===== src/rtl/rsrm_pkg.sv =====
// ----------------------------------------------------------------------------
// rsrm_pkg
// Shared constants and types for the running statistics and rate monitor:
// default widths, item kind codes, register map, sequencer states and the
// status bundle of the shared divider.
// ----------------------------------------------------------------------------
package rsrm_pkg;

  // default widths of sample values and totals
  localparam int VALUE_WIDTH_DEF = 24;
  localparam int TOTAL_WIDTH_DEF = 40;

  // fixed widths of timer, tick delta and counters
  localparam int TIMER_W = 32;
  localparam int DELTA_W = 16;
  localparam int COUNT_W = 32;

  // rate scaling: total * 1000 fits in ten extra bits
  localparam int RATE_EXT_W = 10;
  localparam logic [TIMER_W-1:0] RATE_MIN_MS = 32'd1000;

  // item kind codes
  localparam int KIND_W = 2;
  localparam logic [KIND_W-1:0] KIND_EVENT   = 2'd0;
  localparam logic [KIND_W-1:0] KIND_TICK    = 2'd1;
  localparam logic [KIND_W-1:0] KIND_RESTART = 2'd2;

  // register map: word addressed, bit 2 picks the register
  localparam int ADDR_W      = 3;
  localparam int DATA_W      = 32;
  localparam int REG_SEL_BIT = 2;
  localparam logic REG_MAX_DURATION  = 1'b0;
  localparam logic REG_RESTART_DELAY = 1'b1;

  // sequencer states
  typedef enum logic [3:0] {
    ST_IDLE = 4'b0001,
    ST_LOAD = 4'b0010,
    ST_WAIT = 4'b0100,
    ST_PUSH = 4'b1000
  } state_t;

  // divider status toward the sequencer
  typedef struct packed {
    logic busy;
    logic done;
  } div_stat_t;

endpackage


===== src/rtl/rsrm_div.sv =====
// ----------------------------------------------------------------------------
// rsrm_div
// Iterative unsigned restoring divider, two quotient bits per cycle.
// Divides a NUM_W-bit numerator by a 32-bit divisor; done pulses for one
// cycle once the quotient is ready.
// ----------------------------------------------------------------------------
module rsrm_div #(
  parameter int NUM_W = rsrm_pkg::TOTAL_WIDTH_DEF + rsrm_pkg::RATE_EXT_W
) (
  input  logic                        clk,
  input  logic                        rst_n,
  input  logic                        start,
  input  logic [NUM_W-1:0]            numer,
  input  logic [rsrm_pkg::TIMER_W-1:0] denom,
  output logic [NUM_W-1:0]            quot,
  output rsrm_pkg::div_stat_t         stat
);
  import rsrm_pkg::*;

  localparam int STEPS = (NUM_W + 1) / 2;
  localparam int PAD_W = 2 * STEPS;
  localparam int CNT_W = $clog2(STEPS + 1);

  logic [PAD_W-1:0]   quo_r, quo_nxt;
  logic [TIMER_W-1:0] rem_r, rem_nxt;
  logic [TIMER_W-1:0] den_r;
  logic [CNT_W-1:0]   cnt_r;
  logic               busy_r, done_r;

  logic [PAD_W-1:0]   q_v;
  logic [TIMER_W-1:0] rem_v;
  logic [TIMER_W:0]   trial;

  // two restoring steps per cycle
  always_comb begin
    q_v   = quo_r;
    rem_v = rem_r;
    trial = '0;
    for (int i = 0; i < 2; i++) begin
      trial = {rem_v, q_v[PAD_W-1]};
      q_v   = {q_v[PAD_W-2:0], 1'b0};
      if (trial >= {1'b0, den_r}) begin
        trial  = trial - {1'b0, den_r};
        q_v[0] = 1'b1;
      end
      rem_v = trial[TIMER_W-1:0];
    end
    quo_nxt = q_v;
    rem_nxt = rem_v;
  end

  // busy, done and iteration count registers
  always_ff @(posedge clk) begin
    if (!rst_n) begin
      busy_r <= 1'b0;
      done_r <= 1'b0;
      cnt_r  <= '0;
    end else begin
      done_r <= 1'b0;
      if (start) begin
        busy_r <= 1'b1;
        cnt_r  <= CNT_W'(STEPS);
      end else if (busy_r) begin
        cnt_r <= cnt_r - 1'b1;
        if (cnt_r == CNT_W'(1)) begin
          busy_r <= 1'b0;
          done_r <= 1'b1;
        end
      end
    end
  end

  // datapath
  always_ff @(posedge clk) begin
    if (start) begin
      quo_r <= PAD_W'(numer);
      rem_r <= '0;
      den_r <= denom;
    end else if (busy_r) begin
      quo_r <= quo_nxt;
      rem_r <= rem_nxt;
    end
  end

  assign quot      = quo_r[NUM_W-1:0];
  assign stat.busy = busy_r;
  assign stat.done = done_r;

endmodule


===== src/rtl/running_stats_rate_monitor.sv =====
// ----------------------------------------------------------------------------
// running_stats_rate_monitor
// Min, max, saturating total and per-second rate for a reduced and a raw
// value channel, with event counters, a measurement timer and auto restart.
// ----------------------------------------------------------------------------
// One transaction is taken at a time and gives one result. An item that
// refreshes the rates (an event inside the window, or the tick that ends the
// window) holds off the next one until both rates are formed: both rates
// come from one radix-4 serial divider (total*1000 / elapsed_ms), channel
// after channel. While elapsed_ms is at most 1000 the rate equals the total
// and the divider is not started; ticks without rate refresh, restarts and
// unused kinds go straight to the result. The result sits in an output
// register; a stalled result holds the next transaction in ST_PUSH until it
// is taken. Configuration writes take effect at once and do not restart the
// measurement.
module running_stats_rate_monitor #(
  parameter int VALUE_WIDTH = rsrm_pkg::VALUE_WIDTH_DEF,
  parameter int TOTAL_WIDTH = rsrm_pkg::TOTAL_WIDTH_DEF
) (
  input  logic                          clk,
  input  logic                          rst_n,
  // configuration port
  input  logic                          psel,
  input  logic                          penable,
  input  logic                          pwrite,
  input  logic [rsrm_pkg::ADDR_W-1:0]   paddr,
  input  logic [rsrm_pkg::DATA_W-1:0]   pwdata,
  output logic [rsrm_pkg::DATA_W-1:0]   prdata,
  output logic                          pready,
  // input channel
  input  logic                          in_valid,
  output logic                          in_stall,
  input  logic [rsrm_pkg::KIND_W-1:0]   in_kind,
  input  logic [VALUE_WIDTH-1:0]        in_reduced_value,
  input  logic [VALUE_WIDTH-1:0]        in_raw_value,
  input  logic                          in_is_special,
  input  logic [rsrm_pkg::DELTA_W-1:0]  in_delta_ms,
  // result channel
  output logic                          out_valid,
  input  logic                          out_stall,
  output logic [TOTAL_WIDTH-1:0]        out_reduced_total,
  output logic [TOTAL_WIDTH-1:0]        out_reduced_rate,
  output logic [VALUE_WIDTH-1:0]        out_reduced_min,
  output logic [VALUE_WIDTH-1:0]        out_reduced_max,
  output logic [TOTAL_WIDTH-1:0]        out_raw_total,
  output logic [TOTAL_WIDTH-1:0]        out_raw_rate,
  output logic [VALUE_WIDTH-1:0]        out_raw_min,
  output logic [VALUE_WIDTH-1:0]        out_raw_max,
  output logic [rsrm_pkg::COUNT_W-1:0]  out_event_count,
  output logic [rsrm_pkg::COUNT_W-1:0]  out_special_count,
  output logic [rsrm_pkg::TIMER_W-1:0]  out_elapsed_ms,
  output logic                          out_running
);
  import rsrm_pkg::*;

  localparam int NUM_W = TOTAL_WIDTH + RATE_EXT_W;
  localparam int SUM_W = ((TOTAL_WIDTH > VALUE_WIDTH) ? TOTAL_WIDTH : VALUE_WIDTH) + 1;
  localparam logic [TOTAL_WIDTH-1:0] TOT_MAX = '1;

  typedef struct packed {
    logic [VALUE_WIDTH-1:0] min_v;
    logic [VALUE_WIDTH-1:0] max_v;
    logic [TOTAL_WIDTH-1:0] total;
  } chan_t;

  // fold one sample into a channel
  function automatic chan_t chan_add(chan_t c, logic [VALUE_WIDTH-1:0] v);
    chan_t            r;
    logic [SUM_W-1:0] s;
    r = c;
    s = SUM_W'(c.total) + SUM_W'(v);
    if (c.min_v == '0 || v < c.min_v) r.min_v = v;
    if (v > c.max_v) r.max_v = v;
    r.total = (s > SUM_W'(TOT_MAX)) ? TOT_MAX : s[TOTAL_WIDTH-1:0];
    return r;
  endfunction

  // saturating counter step
  function automatic logic [COUNT_W-1:0] sat_inc(logic [COUNT_W-1:0] c);
    return (c == '1) ? c : c + 1'b1;
  endfunction

  // saturating timer add
  function automatic logic [TIMER_W-1:0] sat_add_ms(logic [TIMER_W-1:0] t,
                                                   logic [DELTA_W-1:0] d);
    logic [TIMER_W:0] s;
    s = {1'b0, t} + (TIMER_W + 1)'(d);
    return s[TIMER_W] ? '1 : s[TIMER_W-1:0];
  endfunction

  // configuration registers
  logic [TIMER_W-1:0] max_dur_r, restart_dly_r;
  logic               cfg_wr;

  // statistics state
  chan_t              red_r, red_nxt, raw_r, raw_nxt;
  logic [TOTAL_WIDTH-1:0] red_rate_r, red_rate_nxt, raw_rate_r, raw_rate_nxt;
  logic [COUNT_W-1:0] evt_cnt_r, evt_cnt_nxt, spc_cnt_r, spc_cnt_nxt;
  logic [TIMER_W-1:0] timer_r, timer_nxt, idle_r, idle_nxt;
  logic               running_r, running_nxt, seen_r, seen_nxt;

  // sequencer
  state_t             state_r, state_nxt;
  logic               ch_r, ch_nxt;
  logic               in_acc, need_rate, restart, out_load;
  logic               out_valid_r;
  logic [TIMER_W-1:0] idle_sum;

  // divider interface
  logic                   div_start;
  logic [TOTAL_WIDTH-1:0] sel_total, rate_div;
  logic [NUM_W-1:0]       numer, quot;
  div_stat_t              div_stat;

  // apb register file
  assign pready = 1'b1;
  assign cfg_wr = psel & penable & pwrite & pready;
  assign prdata = (paddr[REG_SEL_BIT] == REG_RESTART_DELAY) ? restart_dly_r : max_dur_r;

  always_ff @(posedge clk) begin
    if (!rst_n) begin
      max_dur_r     <= '0;
      restart_dly_r <= '0;
    end else if (cfg_wr) begin
      if (paddr[REG_SEL_BIT] == REG_MAX_DURATION) max_dur_r <= pwdata;
      else restart_dly_r <= pwdata;
    end
  end

  assign in_stall = (state_r != ST_IDLE);
  assign in_acc   = in_valid && !in_stall;

  // numerator total*1000 and saturated quotient
  assign sel_total = ch_r ? raw_r.total : red_r.total;
  assign numer = (NUM_W'(sel_total) << 10) - (NUM_W'(sel_total) << 4)
               - (NUM_W'(sel_total) << 3);
  assign rate_div = (|quot[NUM_W-1:TOTAL_WIDTH]) ? TOT_MAX : quot[TOTAL_WIDTH-1:0];
  assign idle_sum = sat_add_ms(idle_r, in_delta_ms);

  // item update and rate write-back
  always_comb begin
    red_nxt      = red_r;
    raw_nxt      = raw_r;
    red_rate_nxt = red_rate_r;
    raw_rate_nxt = raw_rate_r;
    evt_cnt_nxt  = evt_cnt_r;
    spc_cnt_nxt  = spc_cnt_r;
    timer_nxt    = timer_r;
    idle_nxt     = idle_r;
    running_nxt  = running_r;
    seen_nxt     = seen_r;
    need_rate    = 1'b0;
    restart      = 1'b0;
    state_nxt    = state_r;
    ch_nxt       = ch_r;
    div_start    = 1'b0;
    out_load     = 1'b0;

    unique case (state_r)
      ST_IDLE: begin
        if (in_acc) begin
          priority if (in_kind == KIND_EVENT) begin
            if (!(max_dur_r != '0 && timer_r >= max_dur_r)) begin
              running_nxt = 1'b1;
              evt_cnt_nxt = sat_inc(evt_cnt_r);
              if (in_is_special) spc_cnt_nxt = sat_inc(spc_cnt_r);
              red_nxt = chan_add(red_r, in_reduced_value);
              raw_nxt = chan_add(raw_r, in_raw_value);
              if (in_raw_value != '0) seen_nxt = 1'b1;
              need_rate = 1'b1;
            end
          end else if (in_kind == KIND_TICK) begin
            // timer runs up to the window end, then stops and clamps
            if (running_r) begin
              if (max_dur_r == '0 || timer_r < max_dur_r) begin
                timer_nxt = sat_add_ms(timer_r, in_delta_ms);
              end else begin
                running_nxt = 1'b0;
                timer_nxt   = max_dur_r;
                need_rate   = 1'b1;
              end
            end
            // idle watch for auto restart
            if (restart_dly_r != '0) begin
              if (!seen_r) begin
                idle_nxt = idle_sum;
                if (idle_sum > restart_dly_r) restart = 1'b1;
              end else begin
                idle_nxt = '0;
              end
            end
            seen_nxt = 1'b0;
          end else if (in_kind == KIND_RESTART) begin
            restart = 1'b1;
          end else begin
            restart = 1'b0;
          end
          if (restart) begin
            red_nxt      = '0;
            raw_nxt      = '0;
            red_rate_nxt = '0;
            raw_rate_nxt = '0;
            evt_cnt_nxt  = '0;
            spc_cnt_nxt  = '0;
            timer_nxt    = '0;
            idle_nxt     = '0;
            running_nxt  = 1'b0;
            seen_nxt     = 1'b0;
            need_rate    = 1'b0;
          end
          ch_nxt    = 1'b0;
          state_nxt = need_rate ? ST_LOAD : ST_PUSH;
        end
      end
      ST_LOAD: begin
        // short windows report the plain total
        if (timer_r > RATE_MIN_MS) begin
          div_start = 1'b1;
          state_nxt = ST_WAIT;
        end else begin
          if (ch_r) raw_rate_nxt = raw_r.total;
          else red_rate_nxt = red_r.total;
          ch_nxt    = 1'b1;
          state_nxt = ch_r ? ST_PUSH : ST_LOAD;
        end
      end
      ST_WAIT: begin
        if (div_stat.done) begin
          if (ch_r) raw_rate_nxt = rate_div;
          else red_rate_nxt = rate_div;
          ch_nxt    = 1'b1;
          state_nxt = ch_r ? ST_PUSH : ST_LOAD;
        end
      end
      ST_PUSH: begin
        if (!out_valid_r || !out_stall) begin
          out_load  = 1'b1;
          state_nxt = ST_IDLE;
        end
      end
      default: state_nxt = ST_IDLE;
    endcase
  end

  // state registers
  always_ff @(posedge clk) begin
    if (!rst_n) begin
      state_r     <= ST_IDLE;
      ch_r        <= 1'b0;
      red_r       <= '0;
      raw_r       <= '0;
      red_rate_r  <= '0;
      raw_rate_r  <= '0;
      evt_cnt_r   <= '0;
      spc_cnt_r   <= '0;
      timer_r     <= '0;
      idle_r      <= '0;
      running_r   <= 1'b0;
      seen_r      <= 1'b0;
      out_valid_r <= 1'b0;
    end else begin
      state_r     <= state_nxt;
      ch_r        <= ch_nxt;
      red_r       <= red_nxt;
      raw_r       <= raw_nxt;
      red_rate_r  <= red_rate_nxt;
      raw_rate_r  <= raw_rate_nxt;
      evt_cnt_r   <= evt_cnt_nxt;
      spc_cnt_r   <= spc_cnt_nxt;
      timer_r     <= timer_nxt;
      idle_r      <= idle_nxt;
      running_r   <= running_nxt;
      seen_r      <= seen_nxt;
      out_valid_r <= out_load || (out_valid_r && out_stall);
    end
  end

  // result register
  always_ff @(posedge clk) begin
    if (out_load) begin
      out_reduced_total <= red_r.total;
      out_reduced_rate  <= red_rate_r;
      out_reduced_min   <= red_r.min_v;
      out_reduced_max   <= red_r.max_v;
      out_raw_total     <= raw_r.total;
      out_raw_rate      <= raw_rate_r;
      out_raw_min       <= raw_r.min_v;
      out_raw_max       <= raw_r.max_v;
      out_event_count   <= evt_cnt_r;
      out_special_count <= spc_cnt_r;
      out_elapsed_ms    <= timer_r;
      out_running       <= running_r;
    end
  end

  assign out_valid = out_valid_r;

  // shared divider
  rsrm_div #(
    .NUM_W (NUM_W)
  ) u_div (
    .clk   (clk),
    .rst_n (rst_n),
    .start (div_start),
    .numer (numer),
    .denom (timer_r),
    .quot  (quot),
    .stat  (div_stat)
  );

  // divider is only started when idle
  a_div_start_idle: assert property (@(posedge clk) disable iff (!rst_n)
    div_start |-> !div_stat.busy)
    else $error("divider started while busy");

  // an accepted transaction closes the input until its result is formed
  a_stall_after_accept: assert property (@(posedge clk) disable iff (!rst_n)
    in_acc |=> in_stall)
    else $error("input open right after acceptance");

  // a waiting result is never overwritten
  a_hold_result: assert property (@(posedge clk) disable iff (!rst_n)
    (state_r == ST_PUSH && out_valid_r && out_stall) |=> state_r == ST_PUSH)
    else $error("result register overwritten");

  // min is either unset or not above max
  a_min_max: assert property (@(posedge clk) disable iff (!rst_n)
    (red_r.min_v <= red_r.max_v) && (raw_r.min_v <= raw_r.max_v))
    else $error("channel min above max");

endmodule

===== config.mk =====
export PLATFORM = sky130hd
export DESIGN_NAME = running_stats_rate_monitor
export DESIGN_NICKNAME = d
export VERILOG_FILES = /design/src/rtl/rsrm_pkg.sv /design/src/rtl/rsrm_div.sv /design/src/rtl/running_stats_rate_monitor.sv
export SDC_FILE = /design/constraint.sdc
export NUM_CORES = 2
export LEC_CHECK = 0
export BUFFER_PORTS_ARGS = -buffer_cell sky130_fd_sc_hd__buf_2
export CAP_MARGIN = 20
export CORE_UTILIZATION = 60
export DETAILED_ROUTE_END_ITERATION = 10
export GPL_ROUTABILITY_DRIVEN = 0
export PLACE_DENSITY = 0.81
export RECOVER_POWER = 100
export REMOVE_ABC_BUFFERS = 1
export SETUP_SLACK_MARGIN = 0.2
export SYNTH_ARGS = -nofsm -noshare
export SYNTH_HDL_FRONTEND = slang
export SYNTH_HIERARCHICAL = 1
export SYNTH_SLANG_ARGS = --single-unit

===== constraint.sdc =====
create_clock -name clk -period 21.3 [get_ports clk]
set_input_delay 2.13 -clock clk [delete_from_list [all_inputs] [get_ports clk]]
set_output_delay 2.13 -clock clk [all_outputs]
set_load 0.05 [all_outputs]

==> flow_summary.json <==
{
  "cap_violations": 22,
  "setup_viol": 0,
  "coreArea_um2": 83800,
  "drt-wirelength-per-cell_um": 21.1,
  "start_kind": "primary input",
  "layout-drive-gt1-share_pct": 7.03,
  "clock-root-buffer": "clkbuf_16",
  "power_uw": 5280,
  "p_leak_uw": 0.0218,
  "dieArea_um2": 86000,
  "drc_errors": 0,
  "crit_cells": 5,
  "status": "complete, but fails checks",
  "grt_max_degree": 86,
  "ios": 497,
  "cpMaxStageDelayCell": "clkbuf_1",
  "avgSynthCellArea_um2": 9.54,
  "antenna_left": 0,
  "wl_um": 147000,
  "required_ns": 21.48,
  "worst_slew_pin_slew_ns": 4.19,
  "grt_pass1_vias": 41100,
  "max-clock-path-buffers": 3,
  "grt_pass1_wl_um": 225000,
  "start_util_pct": 60.7,
  "sw_frac_of_total_pct": 33.1,
  "avgViaCountPerCell": 6.24,
  "num_rows": 106,
  "nFillCells": 6594,
  "holdPathStages": 0,
  "antenna_found_initial": 10,
  "slew_headroom_pct": -179,
  "postCtsHoldBufs": 0,
  "rrSetupSlack_ns": 9.46,
  "first_pass_iters": 6,
  "fp.dieH_um": 293,
  "skew_ns": 0.0692,
  "final-hold-violation-count": 0,
  "clk_latency_ns": 0.70,
  "power.share.clock_pct": 32.8,
  "seq_area_um2": 23000,
  "hold_path_class": "flip-flop to flip-flop",
  "comb_power_share_pct": 29.4,
  "clkSlewWorstSetupHoldPaths_ns": 0.06,
  "drv_slew": 1202,
  "powerDensity_nw_per_um2": 92.7,
  "cpMostUsedCell": "clkbuf_1",
  "pwr-share-seq_pct": 37.8,
  "internal_power_uw": 3530,
  "multiInputGateArea_um2": 25800,
  "die_w_um": 293,
  "overflow": 0,
  "rr_worst_depth": 5,
  "rsz0062_at_grt": "no",
  "fmax_mhz": 79.9,
  "path_buf_inv": 4,
  "cts_setup_buffers": 0,
  "htree_levels": 3,
  "cts_buffers": 95,
  "cp_max_fo": 79,
  "ctsResizeCount": 0,
  "power_switching_uw": 1750,
  "post-route-period-util_pct": 58.8,
  "place.port_buffers": 493,
  "crit_path_max_incr_delay_ns": 3.13,
  "grt.total_usage_pct": 33.0,
  "dpl.hpwl_um": 107000,
  "cp_cell_sequence": "clkbuf_1 -> a21oi_1 -> clkbuf_1 -> clkbuf_1 -> clkbuf_1",
  "finalSetupTns_ns": 0,
  "nets": 6258,
  "cts.sink_count": 930,
  "arrival_ns": 12.69,
  "netlist_area_um2": 50900,
  "ir_drop_v": 0.0000713,
  "post-route-min-period_ns": 12.52,
  "drtIter0Drc": 4058,
  "area_growth_pct": 12.0,
  "yosysWarnings": 6,
  "syn_inst": 5333,
  "cts_tree": "yes",
  "vias": 43500,
  "path_class": "primary input to flip-flop",
  "finalCoreUtilization_pct": 68.0,
  "crit_family": "buffers and inverters",
  "violations": "max-capacitance violations, max-slew violations",
  "worst_setup_path_end_kind": "flip-flop"
}
-- registers in the layout (all words and copies together), names as in the netlist, 40 cells and up --
signal / cells
out_raw_total: 40
red_r: 88
raw_r: 88
raw_rate_r: 40
out_reduced_total: 40
u_div/quot: 50
red_rate_r: 40
out_raw_rate: 40
out_reduced_rate: 40
-- metal layers --
layer,wire (µm),global-route usage [%]
met1,57000,41.4
met2,68700,54.9
met3,13700,5.60
met4,7590,16.5
met5,21,0
-- cells in the final DEF, fill, tap and decap left out, types with 28 or more instances in the layout --
| cell type | instances |
|---|---|
| edfxtp_1 | 435 |
| dfxtp_1 | 494 |
| mux2_2 | 76 |
| xor2_1 | 82 |
| nand2_1 | 726 |
| nor2b_1 | 33 |
| clkbuf_16 | 96 |
| mux2i_1 | 114 |
| and3_1 | 33 |
| nor2_1 | 363 |
| nor4_1 | 76 |
| buf_2 | 106 |
| buf_4 | 28 |
| nand2b_1 | 60 |
| o21ai_0 | 335 |
| o21a_1 | 47 |
| o21bai_1 | 31 |
| xnor2_1 | 150 |
| nand4_1 | 91 |
| a21oi_1 | 384 |
| a211oi_1 | 48 |
| inv_1 | 333 |
| clkbuf_1 | 436 |
| a31oi_1 | 41 |
| fa_1 | 39 |
| nand3_1 | 91 |
| a21o_1 | 89 |
| a311oi_1 | 84 |
| a22o_1 | 52 |
| nor3_1 | 64 |
| ha_1 | 359 |
-- worst paths after layout --
| check | endpoint | from |
|---|---|---|
| min reg2reg | out_raw_rate[35]$_DFFE_PP_ | raw_rate_r[35]$_SDFFE_PN0P_ |
| max reg2reg | out_raw_total[29]$_DFFE_PP_ | state_r[3]$_SDFFE_PN0P_ |
| max | out_raw_total[29]$_DFFE_PP_ | out_stall |
| min | out_raw_rate[35]$_DFFE_PP_ | raw_rate_r[35]$_SDFFE_PN0P_ |
-- power groups by stage --
| stage | clock (µW) | sequential, µW | combinational (µW) |
|---|---|---|---|
| after floorplan | 0 | 2050 | 1120 |
| after global placement | 0 | 2020 | 1470 |
| after detailed placement | 0 | 2030 | 1510 |
| after CTS | 1740 | 1990 | 1530 |
| after global routing | 1820 | 2000 | 1690 |
| final | 1730 | 1990 | 1550 |
-- metrics by stage --
step | hold slack (ns) | instance area (µm²) | instances | setup WS, ns
floorplan | 0.409 | 50000 | 5103 | 1.48
global placement | 0.413 | 54400 | 6784 | 12.62
detailed placement | 0.413 | 54400 | 6784 | 12.64
CTS | 0.428 | 57600 | 6963 | 13.27
global route | 0.435 | 57000 | 6972 | 8.25
finish | 0.425 | 57000 | 6973 | 8.78
-- worst register-to-register path: cells and delay by family, from the launching register on --
| kind | cells | cell delay [ns] |
|---|---|---|
| buf+inv | 3 | 8.92 |
| flops | 1 | 0.45 |
| simple gates | 1 | 0.33 |
| compound gates | 1 | 1.61 |
-- cell type report --
cell class / count / area share, %
antenna: 6 / 0.0264
clock inverter: 61 / 1.29
tap: 1134 / 2.49
timing repair buffer: 551 / 4.05
sequential: 930 / 40.3
inverter: 335 / 2.21
multi-input combinational: 3838 / 45.2
clock buffer: 118 / 4.41
No activity file was read; power rests on OpenSTA's default activity.
